**config.mk**
```make
export PLATFORM = sky130hd
export DESIGN_NAME = btbtl_entry_ram
export DESIGN_NICKNAME = d
export VERILOG_FILES = /design/src/design/btb_two_level_branch_predictor_defines.svh /design/src/design/btbtl_pkg.sv /design/src/design/btbtl_entry_ram.sv
export SDC_FILE = /design/constraint.sdc
export NUM_CORES = 1
export LEC_CHECK = 0
export BUFFER_PORTS_ARGS = -buffer_cell sky130_fd_sc_hd__buf_2
export CAP_MARGIN = 25
export CELL_PAD_IN_SITES_DETAIL_PLACEMENT = 0
export CELL_PAD_IN_SITES_GLOBAL_PLACEMENT = 1
export CORE_MARGIN = 5
export CORE_UTILIZATION = 60
export DETAILED_ROUTE_END_ITERATION = 8
export PLACE_DENSITY_LB_ADDON = 0.08
export SYNTH_ARGS = -nofsm -noshare
export SYNTH_HDL_FRONTEND = slang
export SYNTH_SLANG_ARGS = --single-unit
```
**constraint.sdc**
```tcl
create_clock -name clk_i -period 2.4 [get_ports clk_i]
set_input_delay 0 -clock clk_i [delete_from_list [all_inputs] [get_ports clk_i]]
set_output_delay 0 -clock clk_i [all_outputs]
set_load 0.01 [all_outputs]
```
**src/design/btb_two_level_branch_predictor_defines.svh**
```systemverilog
// ----------------------------------------------------------------------------
// BTB predictor assertion macros
// Shared concurrent assertion forms used by the predictor RTL.
// ----------------------------------------------------------------------------
`ifndef BTB_TWO_LEVEL_BRANCH_PREDICTOR_DEFINES_SVH
`define BTB_TWO_LEVEL_BRANCH_PREDICTOR_DEFINES_SVH

// check a property on every clock outside reset
`define BTBTL_ASSERT(lbl, prop, msg) \
  lbl: assert property (@(posedge clk_i) disable iff (!rst_ni) (prop)) else $error(msg);

// check that a condition never holds outside reset
`define BTBTL_ASSERT_NEVER(lbl, cond, msg) \
  lbl: assert property (@(posedge clk_i) disable iff (!rst_ni) !(cond)) else $error(msg);

`endif

```
**src/design/btbtl_pkg.sv**
```systemverilog
`timescale 1ns / 1ps
// ----------------------------------------------------------------------------
// BTB predictor package
// Types, constants and codes shared by the predictor modules.
// ----------------------------------------------------------------------------
package btbtl_pkg;

  localparam int unsigned BtbEntries = 16;
  localparam int unsigned SlotW      = $clog2(BtbEntries);
  localparam int unsigned TagW       = 32 - 2 - SlotW;
  localparam int unsigned MaxHistory = 8;
  localparam int unsigned TableSize  = 1 << MaxHistory;
  localparam int unsigned RowW       = 2 * TableSize;
  localparam int unsigned NumRows    = BtbEntries + 1;
  localparam int unsigned RowAw      = $clog2(NumRows);
  localparam int unsigned PaddrW     = 5;

  localparam logic [RowAw-1:0] SharedRow = RowAw'(BtbEntries);

  localparam logic [3:0] HistLenReset  = 4'd2;
  localparam logic [4:0] TagLenReset   = 5'd8;
  localparam logic [1:0] CtrInitReset  = 2'd1;

  typedef enum logic [1:0] {
    OpPredict = 2'd0,
    OpUpdate  = 2'd1,
    OpClear   = 2'd2
  } op_e;

  typedef enum logic [1:0] {
    ShareNone = 2'd0,
    SharePcLo = 2'd1,
    SharePcHi = 2'd2
  } share_e;

  typedef enum logic [2:0] {
    RegHistLen    = 3'd0,
    RegTagLen     = 3'd1,
    RegCtrInit    = 3'd2,
    RegGlobalHist = 3'd3,
    RegGlobalTbl  = 3'd4,
    RegShareMode  = 3'd5
  } reg_idx_e;

  typedef enum logic [1:0] {
    StIdle,
    StLookup,
    StCount
  } state_e;

  typedef struct packed {
    logic [1:0]  operation;
    logic [31:0] branch_pc;
    logic [31:0] actual_target;
    logic        was_taken;
    logic [31:0] earlier_prediction;
  } btbtl_req_t;

  typedef struct packed {
    logic        predict_taken;
    logic [31:0] predicted_destination;
    logic        flushed;
    logic [31:0] branch_count;
    logic [31:0] flush_count;
  } btbtl_rsp_t;

  typedef struct packed {
    logic [3:0] history_length;
    logic [4:0] tag_length;
    logic [1:0] counter_initial;
    logic       use_global_history;
    logic       use_global_table;
    logic [1:0] share_mode;
  } btbtl_cfg_t;

  typedef struct packed {
    logic [TagW-1:0]       tag;
    logic [31:0]           target;
    logic [MaxHistory-1:0] history;
  } btbtl_entry_t;

  typedef struct packed {
    logic         valid;
    btbtl_entry_t entry;
  } btbtl_entry_rd_t;

endpackage

```
**src/design/btbtl_entry_ram.sv**
```systemverilog
`timescale 1ns / 1ps
// ----------------------------------------------------------------------------
// BTB predictor entry store
// Direct-mapped tag, target and history memory with per-entry valid flags.
// ----------------------------------------------------------------------------
module btbtl_entry_ram (
  input  logic                             clk_i,
  input  logic                             rst_ni,
  input  logic                             clear_i,
  input  logic                             rd_en_i,
  input  logic [btbtl_pkg::SlotW-1:0]      rd_addr_i,
  output btbtl_pkg::btbtl_entry_rd_t       rd_data_o,
  input  logic                             wr_en_i,
  input  logic [btbtl_pkg::SlotW-1:0]      wr_addr_i,
  input  btbtl_pkg::btbtl_entry_t          wr_data_i
);
  import btbtl_pkg::*;

  btbtl_entry_t               mem [BtbEntries];
  logic [BtbEntries-1:0]      valid_q;
  logic                       rd_valid_q;
  btbtl_entry_t               rd_entry_q;

  always_ff @(posedge clk_i) begin
    if (wr_en_i) begin
      mem[wr_addr_i] <= wr_data_i;
    end
    if (rd_en_i) begin
      rd_entry_q <= mem[rd_addr_i];
    end
  end

  always_ff @(posedge clk_i or negedge rst_ni) begin
    if (!rst_ni) begin
      valid_q    <= '0;
      rd_valid_q <= 1'b0;
    end else begin
      if (clear_i) begin
        valid_q <= '0;
      end else if (wr_en_i) begin
        valid_q[wr_addr_i] <= 1'b1;
      end
      if (rd_en_i) begin
        rd_valid_q <= valid_q[rd_addr_i];
      end
    end
  end

  assign rd_data_o.valid = rd_valid_q;
  assign rd_data_o.entry = rd_entry_q;

endmodule

```
# After elaboration in Yosys (flattened, before gate mapping)
# Memory sizes are Yosys's and may differ from the RTL's. A register that Yosys moved wholly into a read port is not among the register bits.
# Cells that the tools add are included.
# totals
elab_cells	17
in_bits	79
mem_count	1
out_inout_bits	67
ramBits	1056
reg_bits	17
# memory_table
name	depth	word_bits	rd	rd_clocked_by_memory_dff	write_ports	line_no	text
mem	16	66	1	1	1	btbtl_entry_ram.sv:19	btbtl_entry_t mem [BtbEntries];
# classes
reduce_logical	2
n_bitwise	1
order_cmp	3
n_mux	8
# ops
op	n
two-way mux 16 bit	2
OR 16 bit	1
less-than comparator 4 x 5 -> 1 bit (second input constant)	2
binary-select mux 1 bit (select 4 bit)	1
demux 1 bit (select 4 bit)	1
greater-or-equal comparator 4 x 1 -> 1 bit (second input constant)	1
two-way mux 1 bit	4
nonzero test 2 bit	1
logical AND 1 bit	1

# Logic depth before layout (Yosys ltp)
# depth
word_depth	7
ltp_mapped	6
mapped_depth_nobuf	4

# Least setup slack after synthesis
# Ideal clock, no wire load.
# synth_path
path_type	input port to flip-flop
start	input wr_addr_i[2] (netlist bit)
end	memory mem[0][0] (netlist bit) (enable)
n_path_buf	0
slack_ns	-3.221
t_arrival_ns	5.047
cell_stages	2
setup_time_ns	0.574
cell_sequence	or3b_2 nor3_1
# synth_lines
item	line_no	text
from (decl)	btbtl_entry_ram.sv:14	input logic [btbtl_pkg::SlotW-1:0] wr_addr_i,
to (decl)	btbtl_entry_ram.sv:19	
# No word-level cell before the write port.

# Worst setup path in the final report
# layout_path
start	input wr_addr_i[2] (netlist bit)
end	memory mem[0][56] (netlist bit) (enable)
# No word-level cell before the write port.

==> flow_summary.ini <==
[cts]
clock_path_buffers = 3
htreeDepth = 3
path_clk_slew_ns = 0.06
cts_tree = yes
clock_sinks = 1139
worstSkewPairLatency_ns = 0.66
post_cts_resized = 0
cts_made_buffers = 113
root_buffer = clkbuf_16

[sta]
fin_crit_sh_pct = 97.4
worst_pin_slew_ns = 0.767
rsz0062_at_grt = false
hold_viol_final = 0
setup_violations = 0
fmax_mhz = 428
holdWs_ns = 0.0627
relSlewSlack_pct = 48.7
skew_ns = 0.0203
layout_setup_ws_ns = 0.0627
period_minus_slack_ns = 2.34
maxSlewViolCount = 0

[worst_setup_path]
end_kind = register
worstSetupPathType = input port to register
r2r_setup_slack_ns = 0.66
crit_slowest_cell = dlygate4sd3_1
cpPeakStageDelay_ns = 0.66
cp_cell_sequence = dlygate4sd3_1 -> buf_2 -> or3b_4 -> dlygate4sd3_1 -> nor3_4 -> buf_12
cp-endpoint = mem[0][56]$_DFFE_PP_
critPathArrivalTime_ns = 2.66
worstPathRequired_ns = 2.73
crit_start = wr_addr_i[2]
rr_startpoint = mem[13][50]$_DFFE_PP_
path_common_cell = dlygate4sd3_1
rr_worst_depth = 2
cp-start-kind = input port
cp_max_fo = 24
worstReg2RegEnd = rd_data_o[50]$_DFFE_PP_

[die]
core-area_um2 = 70100
rows = 97
die_h_um = 276
dieArea_um2 = 76300
ioPinCount = 146
die_x_um = 276
start_util_pct = 60.6

[placed_design]
hpwl_mm = 49.0
gp_congestion = 0.739
port_buffers = 145
post-place-ws_ns = 0.403

[cells_and_area]
fillers = 4143
drive_gt1_share_pct = 35.3
ff_latch_area_um2 = 34100
nNetsFinal = 2038
area_delta_synth_final_pct = 17.2
multi_input_area_um2 = 8010

[grt]
grt_start_max_net_pins = 66
met3_usage_pct = 3.80
antenna_found_initial = 3
met2_usage_pct = 40.6
grt_pass1_wl_mm = 135
grt_overflow = 0
grt_pass1_vias = 19760
grtUsageMet1_pct = 34.5
busiest_layer = met2
grt_usage_pct = 24.0

[synth]
synthCells = 1610
avgSynthCellArea_um2 = 26.4
synth_nets = 1689
synth-seq-cells = 1139
yosysWarnings = 0
ys_seq_area_share_pct = 80.2
ys_types = 20
syn_area_um2 = 42500

[run]
maxCapViolations = 0

[drt]
dr.pass1.iters = 5
vias_per_cell = 6.24
wirelength_mm = 90.4
drc_errors = 0
post_drt_wl_per_cell_um = 30.2
drt_iter0_markers = 1910
route.vias.total = 18666
ant_nets = 0

[min_path]
min_path_type = input port to register

[pwr]
power.total_mw = 41.6
p_leak_nw = 16.1
peakVddDrop_uv = 734
p_per_area_nw_per_um2 = 834

[status]
status = finished, final reports clean
-- worst min path at each step --
stage                     depth (start not counted)          from  slack (ns)                      to
after floorplan                                   0        rst_ni       -0.30  rd_valid_q$_DFFE_PN0P_
final                                             4  wr_addr_i[3]        0.06    mem[3][19]$_DFFE_PP_
after detailed placement                          1        rst_ni       -0.06  rd_valid_q$_DFFE_PN0P_
after global placement                            1        rst_ni       -0.06  rd_valid_q$_DFFE_PN0P_
after global routing                              4  wr_addr_i[3]        0.06    mem[3][19]$_DFFE_PP_
after CTS                                         4  wr_addr_i[3]        0.06    mem[3][19]$_DFFE_PP_
-- cells in the final DEF, fill, tap and decap left out, types with 3 or more instances in the layout --
master	count
clkbuf_16	116
nor2_4	12
clkinv_4	4
clkinv_2	20
clkbuf_1	21
clkinv_1	27
nor3_4	4
buf_2	140
buf_4	34
clkinvlp_4	4
buf_12	59
dlygate4sd3_1	76
bufinv_16	10
dfrtp_1	17
mux4_1	22
mux2i_1	3
mux4_2	312
edfxtp_1	1122
nor2_1	32
-- metal layers --
metal  vias up  share of wire, %  wire length (um)
li1       7768                 -                 -
met1     10143                40             36400
met2       624                52             47200
met3       127               5.7              5160
met4         4               1.7              1530
met5         -             0.030                27
-- report_power, final --
group | internal (mW) | leakage [nW] | switching (mW) | total [mW]
combinational | 1.01 | 3.91 | 1.10 | 2.12
clock | 9.90 | 1.76 | 7.06 | 17.0
sequential | 22.4 | 10.4 | 0.141 | 22.5
total | 33.3 | 16.1 | 8.30 | 41.6
-- registers in the layout (all words and copies together), names as in the netlist --
signal,count
mem,1056
rd_data_o,66
rd_valid_q,1
valid_q,16
-- metrics by stage --
| stage | utilization [%] | area, um2 | instances | setup TNS [ns] |
|---|---|---|---|---|
| final | 71.1 | 49800 | 2992 | 0 |
| after global routing | 71.1 | 49800 | 2990 | 0 |
| after CTS | 71.1 | 49800 | 2990 | 0 |
| after detailed placement | 64.8 | 45500 | 2708 | 0 |
| after global placement | 64.8 | 45500 | 2708 | 0 |
| after floorplan | - | 42600 | 1610 | -262.60 |
-- cells in the mapped netlist --
master | n | area share, %
edfxtp_1 | 1122 | 79
mux4_2 | 312 | 17
nor2_1 | 44 | 0.39
clkbuf_1 | 26 | 0.23
buf_6 | 22 | 0.58
mux4_1 | 22 | 1.4
dfrtp_1 | 17 | 1.0
buf_2 | 13 | 0.15
buf_1 | 10 | 0.088
nor3_1 | 4 | 0.047
buf_12 | 3 | 0.14
buf_4 | 3 | 0.053
mux2i_1 | 3 | 0.071
nand2b_1 | 2 | 0.029
nand3b_1 | 2 | 0.035
buf_8 | 1 | 0.035
mux2_2 | 1 | 0.026
nand2_1 | 1 | 0.0088
nand3_1 | 1 | 0.012
or3b_2 | 1 | 0.021
-- cells by family after synthesis --
family                 Yosys count  synth area share (%)
buffers and inverters           78                  1.28
and+or+nand+nor                 55                 0.541
muxes                          338                  18.0
DFF                           1139                  80.2
-- cell type report --
cell class	instances	area share (%)
Clock buffer	138	6.01
Clock inverter	68	1.20
Tap cell	940	2.36
Multi-Input combinational cell	393	16.1
Timing Repair Buffer	312	5.90
Antenna cell	2	0.0100
Sequential cell	1139	68.4
-- timing repair --
action	CTS	global route
buffers inserted	0	0
endpoints found under the hold margin	1121	0
hold buffers	76	0
setup endpoints to repair	0	22
-- critical path: cells and delay by family --
| family | cells | cell delay (ns) |
|---|---|---|
| buf+inv | 4 | 1.65 |
| simple gates | 2 | 0.97 |
Note: power is estimated with default switching activity, not from simulation.
