File: config.mk
export PLATFORM = sky130hd
export DESIGN_NAME = btbtl_regs
export DESIGN_NICKNAME = d
export VERILOG_FILES = /design/src/design/btb_two_level_branch_predictor_defines.svh /design/src/design/btbtl_pkg.sv /design/src/design/btbtl_regs.sv
export SDC_FILE = /design/constraint.sdc
export NUM_CORES = 1
export LEC_CHECK = 0
export BUFFER_PORTS_ARGS = -buffer_cell sky130_fd_sc_hd__buf_2
export CORE_MARGIN = 2
export CORE_UTILIZATION = 28
export DETAILED_ROUTE_END_ITERATION = 8
export SLEW_MARGIN = 5
export SYNTH_ARGS = -nofsm -noshare
export SYNTH_HDL_FRONTEND = slang
export SYNTH_SLANG_ARGS = --single-unit
File: constraint.sdc
create_clock -name clk_i -period 1.7 [get_ports clk_i]
set_input_delay 0.34 -clock clk_i [delete_from_list [all_inputs] [get_ports clk_i]]
set_output_delay 0.34 -clock clk_i [all_outputs]
set_load 0.05 [all_outputs]
File: src/design/btb_two_level_branch_predictor_defines.svh
// ----------------------------------------------------------------------------
// BTB predictor assertion macros
// Shared concurrent assertion forms used by the predictor RTL.
// ----------------------------------------------------------------------------
`ifndef BTB_TWO_LEVEL_BRANCH_PREDICTOR_DEFINES_SVH
`define BTB_TWO_LEVEL_BRANCH_PREDICTOR_DEFINES_SVH

// check a property on every clock outside reset
`define BTBTL_ASSERT(lbl, prop, msg) \
  lbl: assert property (@(posedge clk_i) disable iff (!rst_ni) (prop)) else $error(msg);

// check that a condition never holds outside reset
`define BTBTL_ASSERT_NEVER(lbl, cond, msg) \
  lbl: assert property (@(posedge clk_i) disable iff (!rst_ni) !(cond)) else $error(msg);

`endif

File: src/design/btbtl_pkg.sv
`timescale 1ns / 1ps
// ----------------------------------------------------------------------------
// BTB predictor package
// Types, constants and codes shared by the predictor modules.
// ----------------------------------------------------------------------------
package btbtl_pkg;

  localparam int unsigned BtbEntries = 16;
  localparam int unsigned SlotW      = $clog2(BtbEntries);
  localparam int unsigned TagW       = 32 - 2 - SlotW;
  localparam int unsigned MaxHistory = 8;
  localparam int unsigned TableSize  = 1 << MaxHistory;
  localparam int unsigned RowW       = 2 * TableSize;
  localparam int unsigned NumRows    = BtbEntries + 1;
  localparam int unsigned RowAw      = $clog2(NumRows);
  localparam int unsigned PaddrW     = 5;

  localparam logic [RowAw-1:0] SharedRow = RowAw'(BtbEntries);

  localparam logic [3:0] HistLenReset  = 4'd2;
  localparam logic [4:0] TagLenReset   = 5'd8;
  localparam logic [1:0] CtrInitReset  = 2'd1;

  typedef enum logic [1:0] {
    OpPredict = 2'd0,
    OpUpdate  = 2'd1,
    OpClear   = 2'd2
  } op_e;

  typedef enum logic [1:0] {
    ShareNone = 2'd0,
    SharePcLo = 2'd1,
    SharePcHi = 2'd2
  } share_e;

  typedef enum logic [2:0] {
    RegHistLen    = 3'd0,
    RegTagLen     = 3'd1,
    RegCtrInit    = 3'd2,
    RegGlobalHist = 3'd3,
    RegGlobalTbl  = 3'd4,
    RegShareMode  = 3'd5
  } reg_idx_e;

  typedef enum logic [1:0] {
    StIdle,
    StLookup,
    StCount
  } state_e;

  typedef struct packed {
    logic [1:0]  operation;
    logic [31:0] branch_pc;
    logic [31:0] actual_target;
    logic        was_taken;
    logic [31:0] earlier_prediction;
  } btbtl_req_t;

  typedef struct packed {
    logic        predict_taken;
    logic [31:0] predicted_destination;
    logic        flushed;
    logic [31:0] branch_count;
    logic [31:0] flush_count;
  } btbtl_rsp_t;

  typedef struct packed {
    logic [3:0] history_length;
    logic [4:0] tag_length;
    logic [1:0] counter_initial;
    logic       use_global_history;
    logic       use_global_table;
    logic [1:0] share_mode;
  } btbtl_cfg_t;

  typedef struct packed {
    logic [TagW-1:0]       tag;
    logic [31:0]           target;
    logic [MaxHistory-1:0] history;
  } btbtl_entry_t;

  typedef struct packed {
    logic         valid;
    btbtl_entry_t entry;
  } btbtl_entry_rd_t;

endpackage

File: src/design/btbtl_regs.sv
`timescale 1ns / 1ps
// ----------------------------------------------------------------------------
// BTB predictor configuration registers
// APB register file holding the predictor mode and size settings.
// ----------------------------------------------------------------------------
module btbtl_regs (
  input  logic                           clk_i,
  input  logic                           rst_ni,
  input  logic                           psel,
  input  logic                           penable,
  input  logic                           pwrite,
  input  logic [btbtl_pkg::PaddrW-1:0]   paddr,
  input  logic [31:0]                    pwdata,
  output logic [31:0]                    prdata,
  output logic                           pready,
  output btbtl_pkg::btbtl_cfg_t          cfg_o
);
  import btbtl_pkg::*;

  btbtl_cfg_t cfg_q, cfg_d;
  logic       wr_en;
  reg_idx_e   idx;

  assign pready = 1'b1;
  assign wr_en  = psel && penable && pwrite && pready;
  assign idx    = reg_idx_e'(paddr[PaddrW-1:2]);
  assign cfg_o  = cfg_q;

  always_comb begin
    cfg_d = cfg_q;
    if (wr_en) begin
      unique case (idx)
        RegHistLen:    cfg_d.history_length     = pwdata[3:0];
        RegTagLen:     cfg_d.tag_length         = pwdata[4:0];
        RegCtrInit:    cfg_d.counter_initial    = pwdata[1:0];
        RegGlobalHist: cfg_d.use_global_history = pwdata[0];
        RegGlobalTbl:  cfg_d.use_global_table   = pwdata[0];
        RegShareMode:  cfg_d.share_mode         = pwdata[1:0];
        default: ;
      endcase
    end
  end

  always_comb begin
    unique case (idx)
      RegHistLen:    prdata = {28'd0, cfg_q.history_length};
      RegTagLen:     prdata = {27'd0, cfg_q.tag_length};
      RegCtrInit:    prdata = {30'd0, cfg_q.counter_initial};
      RegGlobalHist: prdata = {31'd0, cfg_q.use_global_history};
      RegGlobalTbl:  prdata = {31'd0, cfg_q.use_global_table};
      RegShareMode:  prdata = {30'd0, cfg_q.share_mode};
      default:       prdata = 32'd0;
    endcase
  end

  always_ff @(posedge clk_i or negedge rst_ni) begin
    if (!rst_ni) begin
      cfg_q.history_length     <= HistLenReset;
      cfg_q.tag_length         <= TagLenReset;
      cfg_q.counter_initial    <= CtrInitReset;
      cfg_q.use_global_history <= 1'b0;
      cfg_q.use_global_table   <= 1'b0;
      cfg_q.share_mode         <= ShareNone;
    end else begin
      cfg_q <= cfg_d;
    end
  end

endmodule

# Word-level counts from Yosys, hierarchy flattened
# Index checks and enable logic that the tools add are counted.
[totals] out_inout_bits=48 wordCells=21 ff_bits=15
[op_classes] n_mux=1 eq_ne=5 reduce_logical=9
[ops] cell="$pmux W5 S6" count=1
[ops] cell="$reduce_and A2 Y1" count=6
[ops] cell="$eq A3 B2 Y1 const B" count=2
[ops] cell="$eq A3 B3 Y1 const B" count=2
[ops] cell="$eq A3 B1 Y1 const B" count=1
[ops] cell="$logic_not A3 Y1" count=1
[ops] cell="$logic_and A1 B1 Y1" count=2

# Logic depth before layout (Yosys ltp)
# Gate-level depths: netlist of run 1.
[logic_depth] depth_word=3 mapped_depth=4 ltp_nobuf=3

# Least setup slack after synthesis of run 1
# OpenSTA, ideal clock, no wires.
[synth_timing] path_kind="reg-to-output" start="register cfg_q (netlist bit cfg_o[10])" end="output prdata[4]" path_buffers=0 arrival_ps=2231 stages_incl_launch_ff=2 slack_ps=-871 cell_sequence="dfrtp_1 > nor4bb_1"
[synth_via] elab_chain_len=1
[synth_lines] item="start: declaration" line="btbtl_regs.sv:20" text="btbtl_cfg_t cfg_q, cfg_d;"
[synth_lines] item="start signal: assignment" line="btbtl_regs.sv:65" text="cfg_q <= cfg_d;"
[synth_lines] item="$pmux W5 S6" line="btbtl_regs.sv:45" text="unique case (idx)"
[synth_lines] item="end: declaration" line="btbtl_regs.sv:14" text="output logic [31:0] prdata,"
# Every way passes these cells.

# Final worst setup path of run 1
[layout_timing] start="register cfg_q (netlist bit cfg_o[11])" end="output prdata[0]"
# The elaborated chain is that of the path after synthesis.

==> results of run 1 <==
-- layout make-up --
cell class              instances  area (µm²)  area share, %
inverters                       1        3.75          0.281
repair buffers                 44         280           21.0
well taps                      46        57.6           4.31
multi-input cells              68         587           44.0
clock buffers                   4        26.3           1.97
flip-flops and latches         15         380           28.5
-- layer usage --
layer	vias up	GRT usage [%]	share of wire (%)
met3	0	2.64	9.2
met4	0	3.99	0
met5	-	0	0
met1	349	11.9	39
met2	50	19.5	51
li1	345	-	-
-- worst paths after layout --
kind	start	to	slack, ps	cells after the start
worst max-delay path	cfg_o[11]	prdata[0]	-90	4
worst min-delay path	pwdata[4]	cfg_o[10]	290	2
worst max register to register	cfg_o[11]	cfg_o[11]	810	2
worst min register to register	cfg_o[13]	cfg_o[13]	530	1
max in group asynchronous	rst_ni	cfg_o[4]	910	2
min in group asynchronous	rst_ni	cfg_o[7]	490	2
-- cell usage in the layout, fill, tap and decap left out, drive strengths merged, types with 2 or more instances in the layout --
master / Yosys / final
and3: 2 / 2
buf: 31 / 42
clkbuf: 0 / 5
conb: 2 / 28
dfrtp: 12 / 12
dfstp: 3 / 3
mux2: 17 / 17
mux2i: 3 / 3
nand2: 3 / 3
nand3: 2 / 2
nor3: 2 / 2
nor4: 2 / 2
nor4b: 2 / 2
-- kinds of logic (layout without fill, tap and decap cells) --
| kind of cell | count (synthesis) | in the layout | share of synthesized area [%] |
|---|---|---|---|
| AOI/OAI and AO/OA | 4 | 4 | 2.82 |
| and+or+nand+nor | 16 | 16 | 14.4 |
| muxes | 20 | 20 | 21.7 |
| buffers and inverters | 32 | 49 | 23.2 |
| DFF | 15 | 15 | 37.2 |
| other | 2 | 28 | 0.736 |
-- where the power goes --
part           internal [mW]  switching, mW  total (mW)
Combinational          0.199          0.554       0.753
Clock                 0.0909          0.107       0.198
Sequential             0.437         0.0504       0.488
Total                  0.727          0.711        1.44
-- critical path, stage by stage, from the launching register on --
cell                       delay (ps)
sky130_fd_sc_hd__dfrtp_2          410
sky130_fd_sc_hd__mux2_4           280
sky130_fd_sc_hd__a221oi_4         280
sky130_fd_sc_hd__a31oi_4           50
sky130_fd_sc_hd__buf_6            160
-- repair_timing --
action / CTS / global route
hold buffers: 1 / 0
endpoints found under the setup margin: 2 / 3
endpoints found under the hold margin: 12 / 0
buffers inserted: 2 / 0
gates resized for setup: 6 / 1
pin swaps: 1 / 1
-- through the flow --
stage	std cells	total power [mW]	util (%)	cell area (µm²)	hold slack (ps)
floorplan	115	1.12	-	1190	44.4
global placement	171	1.21	36.7	1250	256
detailed placement	171	1.22	36.7	1250	266
CTS	178	1.46	39.0	1330	276
global route	178	1.51	39.1	1340	292
finish	178	1.44	39.1	1340	291
-- synthesized netlist by cell type (2+ instances only) --
library cell and n:
sky130_fd_sc_hd__nand2_1 3, sky130_fd_sc_hd__buf_4 31, sky130_fd_sc_hd__dfstp_2 3, sky130_fd_sc_hd__mux2i_1 3, sky130_fd_sc_hd__and3_1 2, sky130_fd_sc_hd__nor4b_4 2, sky130_fd_sc_hd__nor3_1 2, sky130_fd_sc_hd__mux2_2 17
sky130_fd_sc_hd__dfrtp_1 12, sky130_fd_sc_hd__conb_1 2
==> results.txt, run 1 <==
The flow ran to the end, but the final reports show violations. The checks that failed: setup timing. The overall die height is approximately 64 µm. The global route total overflow is 0.

The clock input transition at the sequential cells of the worst setup and hold paths is about 80 ps. The slack of the critical path is -93.0 ps. For this run, the number of Yosys warnings is 0. The number of top-level pins is 90.

The number of different library cells in the post-synthesis netlist came out at 22. The clock skew is 0 ps. The floorplan die width came out at ~64 µm. The leakage power came out at roughly 0.67 nW. The worst setup path is captured at a primary output. The depth of the CTS H-tree came out at 1. The sequential-to-total area share from yosys stat came out at 37.2%.

Summed over all nets, the half-perimeter wirelength after detailed placement is approximately 1.7 mm. The maximum vdd drop came out at a little under 0.0004 V. The synthesized netlist cell count is 89. The first-pass GRT wire length is ~3.4 mm. The total routing usage reported by global routing came out at a little over a tenth. The count of flip-flops with a built-in enable after synthesis came out at 0. In the synthesized netlist the dominant register cell turns out to be sky130_fd_sc_hd__dfrtp_1.

The tightest min-delay check is of the primary input to flop type. The routed design has around 2.1 mm of wire. In this run the mean area of a mapped cell was approximately 11 µm². TritonCTS built the clock tree. After synthesis, the share of flip-flops with an asynchronous set or reset is 100%. The total of flip-flops plus latches after synthesis is 15. STA puts the critical path data required time at about 1400 ps. The DRC marker count from the first detailed-route iteration came out at 4. The number of buffers between clock root and the deepest sink is 2. The ratio of cells with drive above 1 in the final layout came out at between 50% and 60%. After the last flow step, the layout net total stands at between 150 and 200. The final count of negative-setup-slack endpoints came out at 2.

The post-detailed-route wirelength per cell is between 10 and 15 µm. The power density normalized to cell area is approximately 1100 nW/µm². The synthesized design spends more area on one cell type than any other, namely sky130_fd_sc_hd__dfrtp_1.

The count of buffers added on input and output ports is 32. The die covers between 4000 and 5000 µm². The pin count of the biggest net entering global routing is 16. Derived from the worst setup path, the maximum achievable clock frequency is 558 MHz.

The final weighted congestion in routability-driven placement is 0.720. The startpoint kind of the worst setup timing path is a flop. The worst setup path is of the flop to primary output kind. The number of detailed-route iterations in the first pass came out at 4.

The DRC violations left came out at 0. The worst-skew pair later-pin latency is around 280 ps. The max-slew violation total from the final report was 0. The final critical-path required period is 1790 ps. Setup repair after global routing could not meet its margin everywhere.

The top-area cell type share of the netlist area is between 20% and 30%. The clock net in this run drives a total of 15 sinks. The number of CTS-inserted buffers is 3. The via count of the first global-routing pass came out at between 700 and 800. The row count came out at 21. After synthesis the cells add up to approximately 1000 µm². Fill cells in the final layout number 355. The setup TNS is -127 ps. Along the worst path, the maximum fanout reaches 2. The via count of the routed design came out at 744. For the worst setup path, the data arrival time is roughly 1500 ps. By area the synthesized netlist is led by sky130_fd_sc_hd__dfrtp_1 29%, sky130_fd_sc_hd__buf_4 23%, sky130_fd_sc_hd__mux2_2 19%.

The tree is rooted in a sky130_fd_sc_hd__clkbuf_4. The total count of hold-check failures in the final report came out at 0. The number of diodes is 0. After detailed routing, the number of vias per cell comes to around 4.2.

Compared with the post-synthesis result, the final layout area differs by 30.9%. The number of routed nets with antenna violations is 0. The initial core utilization came out at between 20% and 30%. The max-cap violation count is 0. The setup slack after placement came out at -55.8 ps. The initial antenna violation count is 0. The total core area is approximately 3400 µm². The post-route clock period utilization came out at 105%. The register with the most flip-flops in the layout has 15 of them.
No activity file was read; power rests on OpenSTA's default activity.
==> run 2: changes to the inputs <==
- CORE_MARGIN: 2 -> 1.5
- CORE_UTILIZATION: 28 -> 37
- PLACE_DENSITY: unset -> 0.79
==> results.txt, run 2 (synthesis results as in run 1) <==
The run finished, with violations left. The final reports fail on setup timing. The number of detailed-route iterations in the first pass came out at 2 (-2).

The first-pass GRT wire length came to 3.22 mm (-4.7%). The row count is 18 (-14%). The total core area is 2540 µm² (-25%).

The library cells used most frequently in the layout, excluding fill and tap cells, are 30 x sky130_fd_sc_hd__buf_2, 28 x sky130_fd_sc_hd__conb_1, 16 x sky130_fd_sc_hd__mux2_2, 11 x sky130_fd_sc_hd__dfrtp_1, 11 x sky130_fd_sc_hd__buf_4. The worst register-to-register path begins at cfg_o[11]. The endpoint identified for the worst register-to-register timing path is cfg_o[11].

The tree is rooted in a sky130_fd_sc_hd__clkbuf_4. The overall power of the completed layout came out at 1.43 mW (-0.36%). The total routing usage reported by global routing is 13.2% (+2.5 points). The final weighted congestion in routability-driven placement came out at 0.767 (+6.5%).

The number of flip-flops under the largest register name is 15 (unchanged). The critical path in this run is classified as flop to primary output. The final instance count without filler cells came out at 162 (-9.0%). The count of buffering cells on the critical path with inverters included is 1 (unchanged).

The setup slack of the worst register-to-register path is 810 ps (about the same). The path with the worst hold slack has its endpoint at cfg_o[10]. The highest clock rate came to 559 MHz (+0.27%). The worst-skew pair later-pin latency is 280 ps (about the same). The minimum hold slack was 289 ps (-1.90 ps). The slowest library cell on the worst path is sky130_fd_sc_hd__dfrtp_2. The power density normalized to cell area is 1100 nW/µm² (+2.3%).

The max-cap violation count came out at 0 (unchanged). The floorplan die width came out at 55.5 µm (-14%). The initial core utilization is 40.1% (+10 points). The slack of the critical path is -88.1 ps (+4.81 ps). Setup repair after global routing could not meet its margin everywhere. The pin count of the biggest net entering global routing is 16 (unchanged). The worst hold path begins at pwdata[4]. The placed wire-length estimate is 1.63 mm (-3.4%). The via count of the first global-routing pass is 740 (+3.6%).

The total count of hold-check failures in the final report was 0 (unchanged). Leaving out fill and tap cells, the most frequent cell in the layout is sky130_fd_sc_hd__buf_2. The number of sinks driven by the clock tree came to 15 (unchanged). The DRC marker count from the first detailed-route iteration is 3 (-1). The worst path required time is 1360 ps (about the same). The number of buffers between clock root and the deepest sink came out at 2 (unchanged). The initial antenna violation count is 0 (unchanged). The post-detailed-route wirelength per cell was 11.7 µm (-1.1%). The max-slew violation total from the final report is 0 (unchanged). The number of routed nets with antenna violations came out at 0 (unchanged). The clock input transition at the sequential cells of the worst setup and hold paths is 80 ps (about the same). The relative area change from synthesis to final layout came out at 27.5%. The largest driver fanout on the critical path came out at 2 (unchanged). The final count of negative-setup-slack endpoints came to 2 (unchanged). The min-delay analysis places its worst path in the category primary input to flop.

The depth of the CTS H-tree came out at 1 (unchanged). The post-route clock period utilization is 105% (-0.28 points). The total wirelength of the detailed-routed design came out at 1.90 mm (-10%).

The startpoint kind of the worst setup timing path is a flop. The leakage power is 0.665 nW (-0.84%). The hold-critical path depth came out at 2 (unchanged). The clock skew is 0 ps (unchanged). The number of placed instances with taps included came out at 155 (-9.4%). The number of cells on the worst reg-to-reg path is 2 (unchanged).

The count of nets after finishing is 175 (unchanged). STA classifies the critical path endpoint as a primary output. The endpoint arrival time on the critical path is 1450 ps (about the same). The global route total overflow is 0 (unchanged). The overall die height is 55.5 µm (-14%). The number of diodes is 0 (unchanged). The final critical-path required period was 1790 ps (-4.81 ps).

The area enclosed by the die boundary is 3080 µm² (-26%). The maximum single-stage delay on the critical path is 410 ps (about the same). The TritonCTS clock tree is yes. Among cell families on the critical path, the largest total delay comes from flip-flops. The signal on the critical path passes through mux2_4 -> a221oi_4 -> a31oi_4 -> buf_6. The via count normalized by instance count came out at 4.60 (+10%). The number of I/O port buffers is 32 (unchanged). The DRC violations left is 0 (unchanged). The ratio of cells with drive above 1 in the final layout is 58.3% (unchanged). The maximum vdd drop came out at 0.000724 V (+86%).

The number of CTS-inserted buffers is 3 (unchanged). The via count of the routed design came out at 745 (+0.13%). The number of top-level pins is 90 (unchanged).
==> run 2: how the worst max path moves through the flow <==
stage	depth (start not counted)	end	start
2_1_floorplan	1	prdata[4]	cfg_o[10]
3_3_place_gp	5	prdata[0]	paddr[3]
3_5_place_dp	5	prdata[0]	paddr[3]
4_1_cts	4	prdata[0]	cfg_o[11]
5_1_grt	4	prdata[0]	cfg_o[11]
6_report	4	prdata[0]	cfg_o[11]
==> run 2: routing by layer <==
layer  wire [µm]  share of wire, %  GRT usage, %  up-vias
li1            -                 -             -      341
met1         715                38          14.4      353
met2        1000                53          24.5       49
met3         167               8.8          2.81        2
met4          15              0.79          5.23        0
met5           0                 0             0        -
==> run 2: report_power, final <==
part | total (mW) | switching (mW) | internal, mW
Combinational | 0.746 | 0.549 | 0.198
Clock | 0.200 | 0.109 | 0.0911
Sequential | 0.487 | 0.0495 | 0.437
Total | 1.43 | 0.707 | 0.726
==> run 2: worst register-to-register path: stages (launching register included) <==
cell and delay [ps]:
sky130_fd_sc_hd__dfrtp_2 410, sky130_fd_sc_hd__buf_4 130, sky130_fd_sc_hd__mux2_2 250
==> run 2: what timing repair did <==
action,in CTS,in global routing
pin swaps,2,2
hold buffers,1,0
setup endpoints to repair,2,2
gates resized for setup,6,0
setup buffers,2,0
endpoints found under the hold margin,12,0
==> run 2: metrics by stage <==
stage | util, % | instance area [µm²] | setup TNS, ps | setup slack, ps
floorplan | - | 1190 | -32.2 | -32.2
CTS | 51.1 | 1300 | -195 | -130
finish | 51.1 | 1300 | -119 | -88.1
detailed placement | 48.0 | 1220 | -43.6 | -43.6
global placement | 48.0 | 1220 | -22.6 | -22.6
global route | 51.1 | 1300 | -236 | -138
==> run 2: cell type report <==
type	instances	area [µm²]
Fill cell	247	1240
Multi-Input combinational cell	68	587
Sequential cell	15	380
Timing Repair Buffer	44	265
Tap cell	30	37.5
Clock buffer	4	26.3
Inverter	1	3.75
